### src/rtl/lbd_pkg.sv
// ----------------------------------------------------------------------------
// lbd_pkg: shared types and constants
// Button codes, register indexes and the configuration bundle used by the
// ladder button debouncer.
// ----------------------------------------------------------------------------
package lbd_pkg;

  localparam int ADC_WIDTH  = 12;
  localparam int TIME_WIDTH = 32;
  localparam int HOLD_WIDTH = 16;
  localparam int IDX_WIDTH  = 3;
  localparam int DATA_WIDTH = 16;

  // button codes as reported on the result channel
  typedef enum logic [2:0] {
    CODE_NONE    = 3'd0,
    CODE_POWER   = 3'd1,
    CODE_RIGHT   = 3'd2,
    CODE_LEFT    = 3'd3,
    CODE_CONFIRM = 3'd4,
    CODE_BACK    = 3'd5,
    CODE_DOWN    = 3'd6,
    CODE_UP      = 3'd7
  } code_t;

  // configuration register indexes
  typedef enum logic [IDX_WIDTH-1:0] {
    REG_RIGHT   = 3'd0,
    REG_LEFT    = 3'd1,
    REG_CONFIRM = 3'd2,
    REG_BACK    = 3'd3,
    REG_DOWN    = 3'd4,
    REG_UP      = 3'd5,
    REG_HOLD    = 3'd6
  } reg_idx_t;

  // reset values of the registers
  localparam logic [ADC_WIDTH-1:0]  RIGHT_RESET   = 12'd103;
  localparam logic [ADC_WIDTH-1:0]  LEFT_RESET    = 12'd1570;
  localparam logic [ADC_WIDTH-1:0]  CONFIRM_RESET = 12'd2755;
  localparam logic [ADC_WIDTH-1:0]  BACK_RESET    = 12'd3570;
  localparam logic [ADC_WIDTH-1:0]  DOWN_RESET    = 12'd103;
  localparam logic [ADC_WIDTH-1:0]  UP_RESET      = 12'd2305;
  localparam logic [HOLD_WIDTH-1:0] HOLD_RESET    = 16'd50;

  // configuration bundle
  typedef struct packed {
    logic [ADC_WIDTH-1:0]  right_limit;
    logic [ADC_WIDTH-1:0]  left_limit;
    logic [ADC_WIDTH-1:0]  confirm_limit;
    logic [ADC_WIDTH-1:0]  back_limit;
    logic [ADC_WIDTH-1:0]  down_limit;
    logic [ADC_WIDTH-1:0]  up_limit;
    logic [HOLD_WIDTH-1:0] debounce_time;
  } cfg_t;

endpackage

### src/rtl/lbd_cfg_regs.sv
// ----------------------------------------------------------------------------
// lbd_cfg_regs: configuration registers
// Holds the six ladder limits and the debounce time, written by index.
// ----------------------------------------------------------------------------
module lbd_cfg_regs (
  input  logic                         clk,
  input  logic                         rst,
  input  logic                         cfg_write,
  input  logic [lbd_pkg::IDX_WIDTH-1:0]  cfg_index,
  input  logic [lbd_pkg::DATA_WIDTH-1:0] cfg_data,
  output lbd_pkg::cfg_t                cfg
);

  // indexed write, unknown indexes are dropped
  always_ff @(posedge clk) begin
    if (rst) begin
      cfg.right_limit   <= lbd_pkg::RIGHT_RESET;
      cfg.left_limit    <= lbd_pkg::LEFT_RESET;
      cfg.confirm_limit <= lbd_pkg::CONFIRM_RESET;
      cfg.back_limit    <= lbd_pkg::BACK_RESET;
      cfg.down_limit    <= lbd_pkg::DOWN_RESET;
      cfg.up_limit      <= lbd_pkg::UP_RESET;
      cfg.debounce_time <= lbd_pkg::HOLD_RESET;
    end else if (cfg_write) begin
      case (cfg_index)
        lbd_pkg::REG_RIGHT:   cfg.right_limit   <= cfg_data[lbd_pkg::ADC_WIDTH-1:0];
        lbd_pkg::REG_LEFT:    cfg.left_limit    <= cfg_data[lbd_pkg::ADC_WIDTH-1:0];
        lbd_pkg::REG_CONFIRM: cfg.confirm_limit <= cfg_data[lbd_pkg::ADC_WIDTH-1:0];
        lbd_pkg::REG_BACK:    cfg.back_limit    <= cfg_data[lbd_pkg::ADC_WIDTH-1:0];
        lbd_pkg::REG_DOWN:    cfg.down_limit    <= cfg_data[lbd_pkg::ADC_WIDTH-1:0];
        lbd_pkg::REG_UP:      cfg.up_limit      <= cfg_data[lbd_pkg::ADC_WIDTH-1:0];
        lbd_pkg::REG_HOLD:    cfg.debounce_time <= cfg_data[lbd_pkg::HOLD_WIDTH-1:0];
        default: ;
      endcase
    end
  end

endmodule

### src/rtl/lbd_classify.sv
// ----------------------------------------------------------------------------
// lbd_classify: sample classifier
// Priority compare of the power pin and the two ladder readings.
// ----------------------------------------------------------------------------
module lbd_classify (
  input  lbd_pkg::cfg_t                 cfg,
  input  logic [lbd_pkg::ADC_WIDTH-1:0] ladder_one,
  input  logic [lbd_pkg::ADC_WIDTH-1:0] ladder_two,
  input  logic                          power_level,
  output lbd_pkg::code_t                code
);

  // power first, then channel one, then channel two
  always_comb begin
    if (!power_level)                         code = lbd_pkg::CODE_POWER;
    else if (ladder_one < cfg.right_limit)    code = lbd_pkg::CODE_RIGHT;
    else if (ladder_one < cfg.left_limit)     code = lbd_pkg::CODE_LEFT;
    else if (ladder_one < cfg.confirm_limit)  code = lbd_pkg::CODE_CONFIRM;
    else if (ladder_one < cfg.back_limit)     code = lbd_pkg::CODE_BACK;
    else if (ladder_two < cfg.down_limit)     code = lbd_pkg::CODE_DOWN;
    else if (ladder_two < cfg.up_limit)       code = lbd_pkg::CODE_UP;
    else                                      code = lbd_pkg::CODE_NONE;
  end

endmodule

### src/rtl/lbd_debounce.sv
// ----------------------------------------------------------------------------
// lbd_debounce: debounce state and result register
// Tracks the stable code and its start time, reports a held code once.
// ----------------------------------------------------------------------------
module lbd_debounce (
  input  logic                           clk,
  input  logic                           rst,
  input  logic                           load,
  input  lbd_pkg::code_t                 code,
  input  logic [lbd_pkg::TIME_WIDTH-1:0] now_ms,
  input  logic [lbd_pkg::HOLD_WIDTH-1:0] debounce_time,
  input  logic                           out_ready,
  output logic                           out_valid,
  output logic [2:0]                     pressed_code
);

  lbd_pkg::code_t                 previous_code, previous_code_next;
  lbd_pkg::code_t                 reported_code, reported_code_next;
  logic [lbd_pkg::TIME_WIDTH-1:0] stable_start, stable_start_next;
  lbd_pkg::code_t                 result;
  logic [lbd_pkg::TIME_WIDTH-1:0] elapsed;
  logic                           held;

  // wrapping elapsed time against the hold time
  assign elapsed = now_ms - stable_start;
  assign held    = elapsed >= {{(lbd_pkg::TIME_WIDTH-lbd_pkg::HOLD_WIDTH){1'b0}}, debounce_time};

  // debounce decision
  always_comb begin
    previous_code_next = previous_code;
    stable_start_next  = stable_start;
    reported_code_next = reported_code;
    result             = lbd_pkg::CODE_NONE;
    if (code != previous_code) begin
      previous_code_next = code;
      stable_start_next  = now_ms;
    end else if (code != lbd_pkg::CODE_NONE && code != reported_code && held) begin
      reported_code_next = code;
      result             = code;
    end else if (code == lbd_pkg::CODE_NONE) begin
      reported_code_next = lbd_pkg::CODE_NONE;
    end
  end

  // state update
  always_ff @(posedge clk) begin
    if (rst) begin
      previous_code <= lbd_pkg::CODE_NONE;
      reported_code <= lbd_pkg::CODE_NONE;
      stable_start  <= '0;
    end else if (load) begin
      previous_code <= previous_code_next;
      reported_code <= reported_code_next;
      stable_start  <= stable_start_next;
    end
  end

  // result register
  always_ff @(posedge clk) begin
    if (rst) begin
      out_valid <= 1'b0;
    end else if (load) begin
      out_valid <= 1'b1;
    end else if (out_ready) begin
      out_valid <= 1'b0;
    end
  end

  always_ff @(posedge clk) begin
    if (load) begin
      pressed_code <= result;
    end
  end

  // a pending nonzero result always matches the last reported code
  a_result_reported: assert property (@(posedge clk) disable iff (rst)
    out_valid && pressed_code != lbd_pkg::CODE_NONE |-> pressed_code == reported_code)
    else $error("pending result differs from reported code");

  // a report only comes from a repeated code
  a_report_repeat: assert property (@(posedge clk) disable iff (rst)
    load && result != lbd_pkg::CODE_NONE |-> code == previous_code)
    else $error("report on a changed code");

  // a report leaves the previous code untouched
  a_report_keeps_prev: assert property (@(posedge clk) disable iff (rst)
    load && result != lbd_pkg::CODE_NONE |=> previous_code == $past(code))
    else $error("previous code moved on a report");

endmodule

### src/rtl/ladder_button_debouncer_unit.sv
// ----------------------------------------------------------------------------
// ladder_button_debouncer_unit: resistor ladder keypad debouncer
// Classifies ladder samples into button codes and reports held codes once.
// ----------------------------------------------------------------------------
// One sample enters per cycle while the result side does not stall, and each
// gives exactly one result: an input register feeds the classifier compare
// chain and the debounce check (one 32 bit subtract and compare), which load
// the result register. The input side stalls only when the result register
// is full and stalled. The result is the button code when it is reported and
// zero otherwise. Registers must be written by the user only while no sample
// is in flight; the block itself does not enforce it.
module ladder_button_debouncer_unit (
  input  logic                           clk,
  input  logic                           rst,
  // configuration write port
  input  logic                           cfg_write,
  input  logic [lbd_pkg::IDX_WIDTH-1:0]  cfg_index,
  input  logic [lbd_pkg::DATA_WIDTH-1:0] cfg_data,
  // sample channel
  input  logic                           in_valid,
  output logic                           in_ready,
  input  logic [lbd_pkg::ADC_WIDTH-1:0]  ladder_one,
  input  logic [lbd_pkg::ADC_WIDTH-1:0]  ladder_two,
  input  logic                           power_level,
  input  logic [lbd_pkg::TIME_WIDTH-1:0] now_ms,
  // result channel
  output logic                           out_valid,
  input  logic                           out_ready,
  output logic [2:0]                     pressed_code
);

  lbd_pkg::cfg_t                  cfg;
  logic                           s1_valid;
  logic [lbd_pkg::ADC_WIDTH-1:0]  s1_one;
  logic [lbd_pkg::ADC_WIDTH-1:0]  s1_two;
  logic                           s1_power;
  logic [lbd_pkg::TIME_WIDTH-1:0] s1_now;
  lbd_pkg::code_t                 s1_code;
  logic                           load;

  lbd_cfg_regs u_cfg (
    .clk       (clk),
    .rst       (rst),
    .cfg_write (cfg_write),
    .cfg_index (cfg_index),
    .cfg_data  (cfg_data),
    .cfg       (cfg)
  );

  // pipeline control
  assign load     = s1_valid && (!out_valid || out_ready);
  assign in_ready = !s1_valid || load;

  // input register
  always_ff @(posedge clk) begin
    if (rst) begin
      s1_valid <= 1'b0;
    end else if (in_ready) begin
      s1_valid <= in_valid;
    end
  end

  always_ff @(posedge clk) begin
    if (in_ready && in_valid) begin
      s1_one   <= ladder_one;
      s1_two   <= ladder_two;
      s1_power <= power_level;
      s1_now   <= now_ms;
    end
  end

  lbd_classify u_classify (
    .cfg         (cfg),
    .ladder_one  (s1_one),
    .ladder_two  (s1_two),
    .power_level (s1_power),
    .code        (s1_code)
  );

  lbd_debounce u_debounce (
    .clk           (clk),
    .rst           (rst),
    .load          (load),
    .code          (s1_code),
    .now_ms        (s1_now),
    .debounce_time (cfg.debounce_time),
    .out_ready     (out_ready),
    .out_valid     (out_valid),
    .pressed_code  (pressed_code)
  );

  // a held sample only waits on a full, stalled result register
  a_stall_cause: assert property (@(posedge clk) disable iff (rst)
    !in_ready |-> s1_valid && out_valid && !out_ready)
    else $error("input stalled without a stalled result");

endmodule
### config.mk
export PLATFORM = sky130hd
export DESIGN_NAME = ladder_button_debouncer_unit
export DESIGN_NICKNAME = d
export VERILOG_FILES = /design/src/rtl/lbd_pkg.sv /design/src/rtl/lbd_cfg_regs.sv /design/src/rtl/lbd_classify.sv /design/src/rtl/lbd_debounce.sv /design/src/rtl/ladder_button_debouncer_unit.sv
export SDC_FILE = /design/constraint.sdc
export NUM_CORES = 1
export LEC_CHECK = 0
export ABC_AREA = 1
export ABC_CLOCK_PERIOD_IN_PS = 2900
export BUFFER_PORTS_ARGS = -buffer_cell sky130_fd_sc_hd__buf_4
export CORE_UTILIZATION = 40
export CTS_CLUSTER_SIZE = 28
export DETAILED_ROUTE_END_ITERATION = 8
export HOLD_SLACK_MARGIN = 0.08
export PLACE_DENSITY = 0.67
export SETUP_SLACK_MARGIN = 0.15
export SYNTH_ARGS = -nofsm -noshare
export SYNTH_HDL_FRONTEND = slang
export SYNTH_SLANG_ARGS = --single-unit
export TNS_END_PERCENT = 10
### constraint.sdc
create_clock -name clk -period 2.9 [get_ports clk]
set_input_delay 0.58 -clock clk [delete_from_list [all_inputs] [get_ports clk]]
set_output_delay 0.58 -clock clk [all_outputs]
set_load 0.01 [all_outputs]
; ---- Word level (Yosys, flattened, before mapping)
; Index checks and enable logic that the tools add are counted.
[word_totals]
register_bits = 188
wordCells = 69
output_inout_bits = 5
[classes]
n_mux = 11
bitwise = 2
n_reduce_logical = 23
addsub = 1
magnitude_cmp = 7
eq_ne = 8
[op_table]
columns = op, count
row1 = 12-bit < comparator, 6
row2 = 32-bit by 16-bit >= comparator with 1-bit output, 1
row3 = 32-bit subtractor, 1
row4 = 3-bit two-way mux, 9
row5 = 2-bit AND reduction, 8
row6 = "3-bit equality test, second input constant", 3
row7 = "3-bit by 2-bit equality test with 1-bit output, second input constant", 2
row8 = 3-bit zero test, 2
row9 = 3-bit != test, 2
row10 = 1-bit logical AND, 4
row11 = 2-bit nonzero test, 2
row12 = "3-bit by 1-bit equality test with 1-bit output, second input constant", 1
row13 = 3-bit AND reduction, 1
row14 = 3-bit nonzero test, 1
row15 = 1-bit zero test, 2
row16 = 1-bit logical OR, 2
row17 = 1-bit two-way mux, 2
row18 = 1-bit NOT, 2
row19 = 2-bit OR reduction, 1

; ---- Longest topological paths before layout
; Gate-level depths: netlist of run 1.
[logic_depth]
word_depth = 13
depth_mapped = 28

; ---- Hierarchy
; From an unflattened synthesis of run 1, not the netlist that was laid out.
[unflattened]
hier_cells = 1643
area_unflattened_um2 = 11581.1
[modules_own_cells]
columns = module, n_inst, area_each_um2, seq_area_each_um2, cells_per_inst
row1 = lbd_debounce, 1, 4594.4, 870.8, 793
row2 = lbd_cfg_regs, 1, 3372.0, 1761.7, 479
row3 = lbd_classify, 1, 1841.8, 0.0, 306
row4 = ladder_button_debouncer_unit, 1, 1773.0, 1731.7, 65

; ---- Worst setup path after synthesis of run 1
; Ideal clock, no wire load.
[synth_timing]
path_kind = flip-flop to flip-flop
start = register s1_now[0] in the netlist's numbering
end = register u_debounce.pressed_code[1], data pin
t_arrival_ns = 2.701
setup_ns = 0.261
t_required_ns = 2.639
setup_slack_ns = -0.063
path_stages_with_launch = 25
n_path_buf = 0
path_cell_list = edfxtp_1 > inv_1 > ha_1 > fa_1 > inv_1 > nand3_1 > nand3_1 > nand2_1 > nand2_1 > nand2_1 > nand2_1 > xor2_1 > ha_1 > nand2_1 > o21ai_0 > inv_1 > nand2_1 > nor2_1 > nand2_1 > nor2_1 > nand3_1 > nor2_1 > nor2_1 > inv_1 > nor3_1
[synth_via]
elab_chain_cells = 5
[synth_lines]
columns = item, line_no
row1 = "start, declared", ladder_button_debouncer_unit.sv:37  ; logic [lbd_pkg::TIME_WIDTH-1:0] s1_now;
row2 = "start signal, assigned", ladder_button_debouncer_unit.sv:68  ; s1_now <= now_ms;
row3 = 32-bit subtractor, lbd_debounce.sv:25  ; assign elapsed = now_ms - stable_start;
row4 = 32-bit by 16-bit >= comparator with 1-bit output, lbd_debounce.sv:26  ; assign held = elapsed >= {{(lbd_pkg::TIME_WIDTH-lbd_pkg::HOLD_WIDTH){1'b0}}, debounce_time};
row5 = 1-bit logical AND, lbd_debounce.sv:37  ; end else if (code != lbd_pkg::CODE_NONE && code != reported_code && held) begin
row6 = 1-bit NOT (no source line), -
row7 = 2-bit OR reduction (no source line), -
row8 = "end signal, assigned", lbd_debounce.sv:71  ; pressed_code <= result;
row9 = "end, declared", lbd_debounce.sv:14  ; output logic [2:0] pressed_code
; No other way between the ends.
; A chain may end at the register's enable or synchronous reset.

; ---- Final worst setup path of run 1
[layout_timing]
start = register s1_now[5] in the netlist's numbering
end = register u_debounce.reported_code[0]
[layout_via]
elab_chain_cells = 5
[layout_lines]
columns = item, line_no
row1 = 32-bit subtractor *, lbd_debounce.sv:25
row2 = 32-bit by 16-bit >= comparator with 1-bit output *, lbd_debounce.sv:26
row3 = 1-bit logical AND *, lbd_debounce.sv:37
row4 = 2-bit nonzero test (no source line), -
row5 = 3-bit AND reduction (no source line), -
row6 = "end signal, assigned", lbd_debounce.sv:49  ; reported_code <= lbd_pkg::CODE_NONE;
row7 = "end signal, assigned", lbd_debounce.sv:53  ; reported_code <= reported_code_next;
row8 = "end, declared", lbd_debounce.sv:18  ; lbd_pkg::code_t reported_code, reported_code_next;
; Every way passes the cells marked *; elsewhere a longest branch is shown, timed or not.

==> results.json, run 1 <==
{
  "critPathKind": "reg2reg",
  "p_sw_share_pct": 32.48,
  "pwr_density_cell_nw_per_um2": 532.6,
  "status": "finished with violations",
  "grt_first_pass_wirelength_um": 44220,
  "place_congestion": 0.9337,
  "worst_pin_slew_ns": 0.5989,
  "grt_use_met2_pct": 32.15,
  "dpl.hpwl_um": 20330,
  "drc": 0,
  "cp-start-kind": "register",
  "syn_nets": 1634,
  "wl_per_cell_um": 14.04,
  "drtAntennaViolNets": 0,
  "crit_fanout": 3,
  "use_met1_pct": 27.30,
  "synthTopCellsByArea": "dfxtp_1 (24%), edfxtp_1 (17%), ha_1 (13%), nand2_1 (12%), inv_1 (9.2%)",
  "pwr-share-seq_pct": 40.9,
  "pre_cts_ws_ns": -0.3396,
  "post-route-min-period_ns": 3.222,
  "netlist_area_um2": 10860,
  "yosysMostFrequentCell": "nand2_1",
  "antenna_found_initial": 1,
  "failed_checks": "setup timing",
  "rsz0062_at_grt": "yes",
  "io_pins": 86,
  "synth_top_area_cell": "dfxtp_1",
  "max_slew_margin_pct": 60.03,
  "peakVddDrop_uv": 310.4,
  "clockRootBuffer": "clkbuf_16",
  "r2r-start": "s1_now[5]",
  "io_buffers": 85,
  "nFillCells": 2504,
  "grt.busiest_layer": "met2",
  "cts_tree": "yes",
  "yosysWarnings": 0,
  "power_switching_mw": 2.328,
  "area_growth_pct": 23.84,
  "synth_top_area_share_pct": 23.59,
  "clkTransAtPathRegs_ns": 0.09,
  "hp-start": "ladder_one[4]",
  "cts-htree-levels": 4,
  "crit_required_ns": 3.27,
  "grt_usage_pct": 19.82,
  "grt_max_degree": 64,
  "antennaDiodeCount": 0,
  "synth_edf_count": 60,
  "r2r_slack_ns": -0.32,
  "seq_area_frac_synth_pct": 40.17,
  "hold_end": "s1_one[4]",
  "ys_ff_latch": 188,
  "combinationalPowerShare_pct": 26.6,
  "clock_skew_ns": 0.01605,
  "finalPower_mw": 7.166,
  "clkSinkCount": 188,
  "critPathArrivalTime_ns": 3.60,
  "hold_depth": 1,
  "insertion_delay_ns": 0.45,
  "endpoint_kind": "register",
  "final_nets": 1788,
  "route.vias.total": 9469,
  "slew_violations": 0,
  "synth.distinct_cells": 34,
  "async_reset_ff_share_pct": 0,
  "avgSynthCellArea_um2": 7.550,
  "numCtsBuffers": 17,
  "synthCells": 1439,
  "worst_slack_ns": -0.3221,
  "rows": 59,
  "start_util_pct": 41.22,
  "overflow": 0,
  "p_int_mw": 4.838,
  "drtIter0Drc": 627,
  "die-height_um": 166.8,
  "worstRegToRegCells": 25,
  "grt_pass1_vias": 9186,
  "die_w_um": 166.8,
  "power_leakage_nw": 6.304,
  "wl_um": 27250,
  "r2r_end": "u_debounce.reported_code[0]",
  "via_per_inst": 4.878,
  "dieArea_um2": 27820,
  "core_area_um2": 26350,
  "fmax_mhz": 310.4,
  "use_met3_pct": 2.709,
  "synth_flop_cell": "dfxtp_1",
  "cts_buffer_depth": 2,
  "post-route-util_pct": 51.05,
  "hold_viol_final": 0,
  "final-setup-viol-count": 6,
  "maxCapViolations": 0,
  "clkPwrFrac_pct": 32.5,
  "yosys-top-cells-count": "nand2_1 (336), inv_1 (266), a21oi_1 (154), dfxtp_1 (128), ha_1 (113)",
  "drive_above_1_share_pct": 18.37,
  "hp-class": "in2reg",
  "fin_crit_sh_pct": 111.1,
  "drtPass1Iterations": 4
}
logic make-up after synthesis:
family / share of synthesized area (%)
buffers and inverters: 10.73
adder cells (fa/ha/maj): 13.20
XOR/XNOR: 1.589
flip-flops: 40.17
AND/OR/NAND/NOR: 19.30
AO/OA/AOI/OAI: 15.01
cells in the final DEF, fill, tap and decap left out, types with 11 or more instances in the layout:
master     count
a21oi_1      151
buf_4        160
clkbuf_16     17
dfxtp_1      127
edfxtp_1      60
ha_1          96
ha_4          16
inv_1        250
inv_2         16
nand2_1      309
nand2_2       24
nand3_1       44
nor2_1        85
nor3_1        11
o211ai_1      25
o21ai_0       92
o21ai_1       24
layer usage:
metal / vias to the layer above / share of wire, %
li1: 4962 / -
met1: 4331 / 50
met2: 144 / 45
met3: 32 / 2.8
met4: 0 / 1.6
met5: - / 0
state kept, by name, summed over array words and instances, names as in the netlist:
name / count
s1_now: 32
u_cfg.cfg: 88
s1_power: 1
u_debounce.previous_code: 3
u_debounce.reported_code: 3
u_debounce.pressed_code: 3
u_debounce.out_valid: 1
s1_one: 12
u_debounce.stable_start: 32
s1_valid: 1
s1_two: 12
stage by stage:
| step | hold WS [ns] | cells | instance area [um^2] | TNS (ns) |
|---|---|---|---|---|
| after floorplan | 0.4244 | 1439 | 10940 | 0 |
| after global placement | 0.4380 | 1894 | 12370 | -1.308 |
| after detailed placement | 0.4477 | 1894 | 12370 | -1.774 |
| after CTS | 0.2851 | 1930 | 13180 | -1.183 |
| after global routing | 0.2793 | 1941 | 13450 | -3.891 |
| final | 0.2975 | 1941 | 13450 | -1.894 |
how the worst max path moves through the flow:
stage / startpoint / endpoint / slack [ns] / depth (start not counted)
floorplan: s1_now[0] / u_debounce.pressed_code[1] / 0.04 / 24
global route: s1_now[0] / u_debounce.reported_code[0] / -0.56 / 28
detailed placement: s1_now[0] / u_debounce.pressed_code[2] / -0.34 / 25
finish: s1_now[5] / u_debounce.reported_code[0] / -0.32 / 25
global placement: s1_now[0] / u_debounce.pressed_code[2] / -0.25 / 25
CTS: s1_now[0] / u_debounce.pressed_code[1] / -0.20 / 25
cell type report:
class	instances	area [um^2]	area share [%]
well taps	335	419.2	3.115
inverters	268	1008	7.496
clock buffers	18	429.2	3.190
clock inverters	14	146.4	1.088
multi-input cells	953	5793	43.06
flip-flops and latches	188	4365	32.45
repair buffers	165	1292	9.607
critical path, stage by stage (launching register included):
cell	delay (ns)
edfxtp_1	0.44
ha_4	0.29
buf_6	0.12
nand2_2	0.07
inv_2	0.05
nand2_1	0.07
nand2_2	0.06
nand2_2	0.06
nand3_2	0.09
xor2_1	0.17
ha_1	0.33
nand2_1	0.12
a21oi_2	0.05
a211oi_2	0.18
nand2_1	0.08
nand2_1	0.08
nand2_1	0.05
nor2_1	0.09
nand2_1	0.06
nor2_1	0.11
nand3_1	0.09
nor2_2	0.13
o21ai_1	0.08
nand2_1	0.10
nand2_1	0.06
a21oi_1	0.12
power by group through the flow:
stage | clock network (mW) | logic [mW] | registers, mW
final | 2.33 | 1.91 | 2.93
after global routing | 2.48 | 2.16 | 2.95
after CTS | 2.38 | 1.76 | 2.93
after detailed placement | 0 | 1.67 | 2.99
after global placement | 0 | 1.64 | 2.98
after floorplan | 0 | 1.10 | 2.97
repair_timing:
action | CTS | global route
pin swaps | 24 | 47
hold buffers | 0 | 0
resized for setup | 46 | 56
setup endpoints to repair | 39 | 40
setup buffers | 4 | 11
No activity file was read; power rests on OpenSTA's default activity.
==> run 2, diff against run 1 <==
--- a/config.mk
+++ b/config.mk
@@ -8,13 +8,14 @@
 export ABC_AREA = 1
 export ABC_CLOCK_PERIOD_IN_PS = 2900
 export BUFFER_PORTS_ARGS = -buffer_cell sky130_fd_sc_hd__buf_4
-export CORE_UTILIZATION = 40
+export CORE_UTILIZATION = 45
 export CTS_CLUSTER_SIZE = 28
 export DETAILED_ROUTE_END_ITERATION = 8
 export HOLD_SLACK_MARGIN = 0.08
-export PLACE_DENSITY = 0.67
+export PLACE_DENSITY = 0.73
 export SETUP_SLACK_MARGIN = 0.15
 export SYNTH_ARGS = -nofsm -noshare
 export SYNTH_HDL_FRONTEND = slang
+export SYNTH_HIERARCHICAL = 1
 export SYNTH_SLANG_ARGS = --single-unit
 export TNS_END_PERCENT = 10
==> run 2 against run 1 <==
Compared with the run above:
- highest routed layer unchanged
- routed wire length up 12%
- the flow still finishes with violations (setup timing)
- synthesized cell count up 14%
- combinational power up 12%
- sequential power about the same
- non-clock buffer count up 36
- hold slack better by 0.0020 ns
- via count up 14%
- sequential share of layout area down 2.3 points
- critical endpoint is now u_debounce/pressed_code[2]
- clock skew up 0.0079 ns
- first-iteration DRC count down 2.6%
==> results.json, run 2 <==
{
  "numCtsBuffers": 17,
  "largest_register": "u_cfg/cfg",
  "worst_slack_ns": -0.3360,
  "yosys-top-cells-count": "nand2_1 (460), inv_1 (284), nor2_1 (210), nand3_1 (130), dfxtp_1 (128)",
  "final_common_cell": "nand2_1",
  "final-setup-viol-count": 39,
  "cts_hold_buf": 0,
  "insertion_delay_ns": 0.45,
  "area_growth_pct": 24.85,
  "die_w_um": 162.4,
  "grt_max_degree": 47,
  "clkTransAtPathRegs_ns": 0.09,
  "seq_area_frac_synth_pct": 37.68,
  "slew_violations": 0,
  "layout_common_cells": "nand2_1 (428), inv_1 (278), nor2_1 (202)",
  "cp-start-kind": "register",
  "yosys.area_share.simple_pct": 31.17,
  "route.vias.total": 10830,
  "clockRootBuffer": "clkbuf_16",
  "crit_fanout": 4,
  "synthMuxAreaShare_pct": 0,
  "yosysMostFrequentCell": "nand2_1",
  "hp-class": "in2reg",
  "io_pins": 86,
  "netlist_area_um2": 11580,
  "hp-start": "ladder_one[0]",
  "hold_viol_final": 0,
  "status": "finished with violations",
  "cts-htree-levels": 4,
  "largestRegisters": "u_cfg/cfg x88, s1_now x32, u_debounce/stable_start x32",
  "route.top_layer_used": "met4",
  "synth_compound_area_share_pct": 5.985,
  "grt_usage_pct": 23.45,
  "fmax_mhz": 309.0,
  "antennaDiodeCount": 0,
  "synth_flop_cell": "dfxtp_1",
  "rows": 58,
  "via_per_inst": 4.991,
  "wl_um": 30630,
  "cts_buffer_depth": 2,
  "synth_xor_area_share_pct": 1.513,
  "hold_depth": 1,
  "finalSetupTns_ns": -3.891,
  "die-height_um": 162.4,
  "synthTopCellsByArea": "dfxtp_1 (22%), edfxtp_1 (16%), nand2_1 (15%), ha_1 (12%), inv_1 (9.2%)",
  "dieArea_um2": 26380,
  "final_nets": 2022,
  "largest_reg_flops": 88,
  "rsz0062_at_grt": "yes",
  "place_congestion": 0.8916,
  "endpoint_kind": "register",
  "ys_ff_latch": 188,
  "wl_met1_um": 13760,
  "io_buffers": 85,
  "synth_top_area_share_pct": 22.13,
  "power_leakage_nw": 7.253,
  "post-route-util_pct": 57.42,
  "pwr_density_cell_nw_per_um2": 517.5,
  "start_util_pct": 45.99,
  "layout.cells.non_filler": 2170,
  "clkSinkCount": 188,
  "worstRegToRegCells": 20,
  "synth.distinct_cells": 39,
  "maxCapViolations": 0,
  "crit_required_ns": 3.10,
  "synthCells": 1643,
  "wl_per_cell_um": 14.12,
  "placed_cells_incl_taps": 2115,
  "grt_first_pass_wirelength_um": 48950,
  "failed_checks": "setup timing",
  "drtIter0Drc": 611,
  "crit_path_start": "s1_now[8]",
  "critPathKind": "reg2reg",
  "drtAntennaViolNets": 0,
  "worst_pin_slew_ns": 0.8128,
  "drive_above_1_share_pct": 19.95,
  "syn_nets": 1838,
  "synth_top_family_by_area": "simple AND/OR/NAND/NOR gates",
  "cts_tree": "yes",
  "grt_pass1_vias": 10260,
  "clock_skew_ns": 0.02391,
  "async_reset_ff_share_pct": 0,
  "yosys.area_share.adder_pct": 12.38,
  "peakVddDrop_uv": 391.8,
  "wl_met2_um": 14660,
  "critPathArrivalTime_ns": 3.43,
  "yosysWarnings": 6,
  "max_slew_margin_pct": 45.62,
  "core_area_um2": 25180,
  "avgSynthCellArea_um2": 7.049,
  "fin_crit_sh_pct": 111.6,
  "synth_top_area_cell": "dfxtp_1",
  "post-route-min-period_ns": 3.236,
  "synth_edf_count": 60,
  "r2r-start": "s1_now[8]",
  "overflow": 0,
  "wl_met3_um": 1569,
  "drc": 0,
  "dpl.hpwl_um": 22840,
  "drtPass1Iterations": 5,
  "antenna_found_initial": 0
}
## run 2: cell families (layout without fill, tap and decap cells)
family          count (synthesis)  after routing
fa+ha+maj                     114            114
flops                         188            188
compound gates                113            113
xor+xnor                       20             20
buf+inv                       340            537
simple gates                  868            868
## run 2: power breakdown
group	leakage (nW)	internal [mW]	switching, mW
Sequential	1.63	2.86	0.0796
Combinational	5.33	0.923	1.21
Clock	0.295	1.19	1.23
## run 2: final cells by class
class | count | area [um^2]
clock inverters | 15 | 187.7
inverters | 304 | 1142
flip-flops and latches | 188 | 4364
fillers | 2296 | 10720
repair buffers | 201 | 1583
clock buffers | 17 | 425.4
well taps | 330 | 412.9
multi-input cells | 1115 | 6344
## run 2: layer usage
metal,GRT usage [%],vias to the layer above
met3,3.922,39
met2,40.56,264
li1,-,5513
met5,0,-
met1,29.76,5015
met4,6.947,0
## run 2: timing repair
action,CTS,global route
pin swaps,8,36
buffers inserted,5,18
setup endpoints to repair,40,40
gates resized for setup,29,50
gates cloned,0,0
## run 2: final timing paths
| check | end | slack [ns] |
|---|---|---|
| worst max-delay path | u_debounce/pressed_code[2] | -0.34 |
| worst min-delay path | s1_one[0] | 0.30 |
| worst max register to register | u_debounce/pressed_code[2] | -0.34 |
| worst min register to register | u_cfg/cfg[50] | 0.47 |
## run 2: worst max-delay path: stages, from the launching register on
cell and delay (ns):
edfxtp_1 0.44, ha_4 0.33, buf_6 0.11, nand2_4 0.06, buf_4 0.13, nor2_1 0.12, nand3_1 0.11, nand3_2 0.12
xor2_1 0.18, ha_1 0.26, inv_1 0.08, nor3_1 0.06, nor3_1 0.22, a21oi_2 0.09, nor2_2 0.14, nand3_1 0.11
nor2_2 0.10, nand2_2 0.10, nand2_4 0.09, buf_12 0.10, nor3_1 0.04
## run 2: through the flow
step	power, mW	instance area [um^2]	setup WS, ns	hold WS [ns]
2_1_floorplan	4.188	11730	0.1310	0.4289
3_3_place_gp	4.830	13350	-0.2779	0.4389
3_5_place_dp	4.873	13350	-0.3704	0.4482
4_1_cts	7.347	14120	-0.2333	0.2891
5_1_grt	7.882	14460	-0.5324	0.2826
6_report	7.483	14460	-0.3360	0.2995
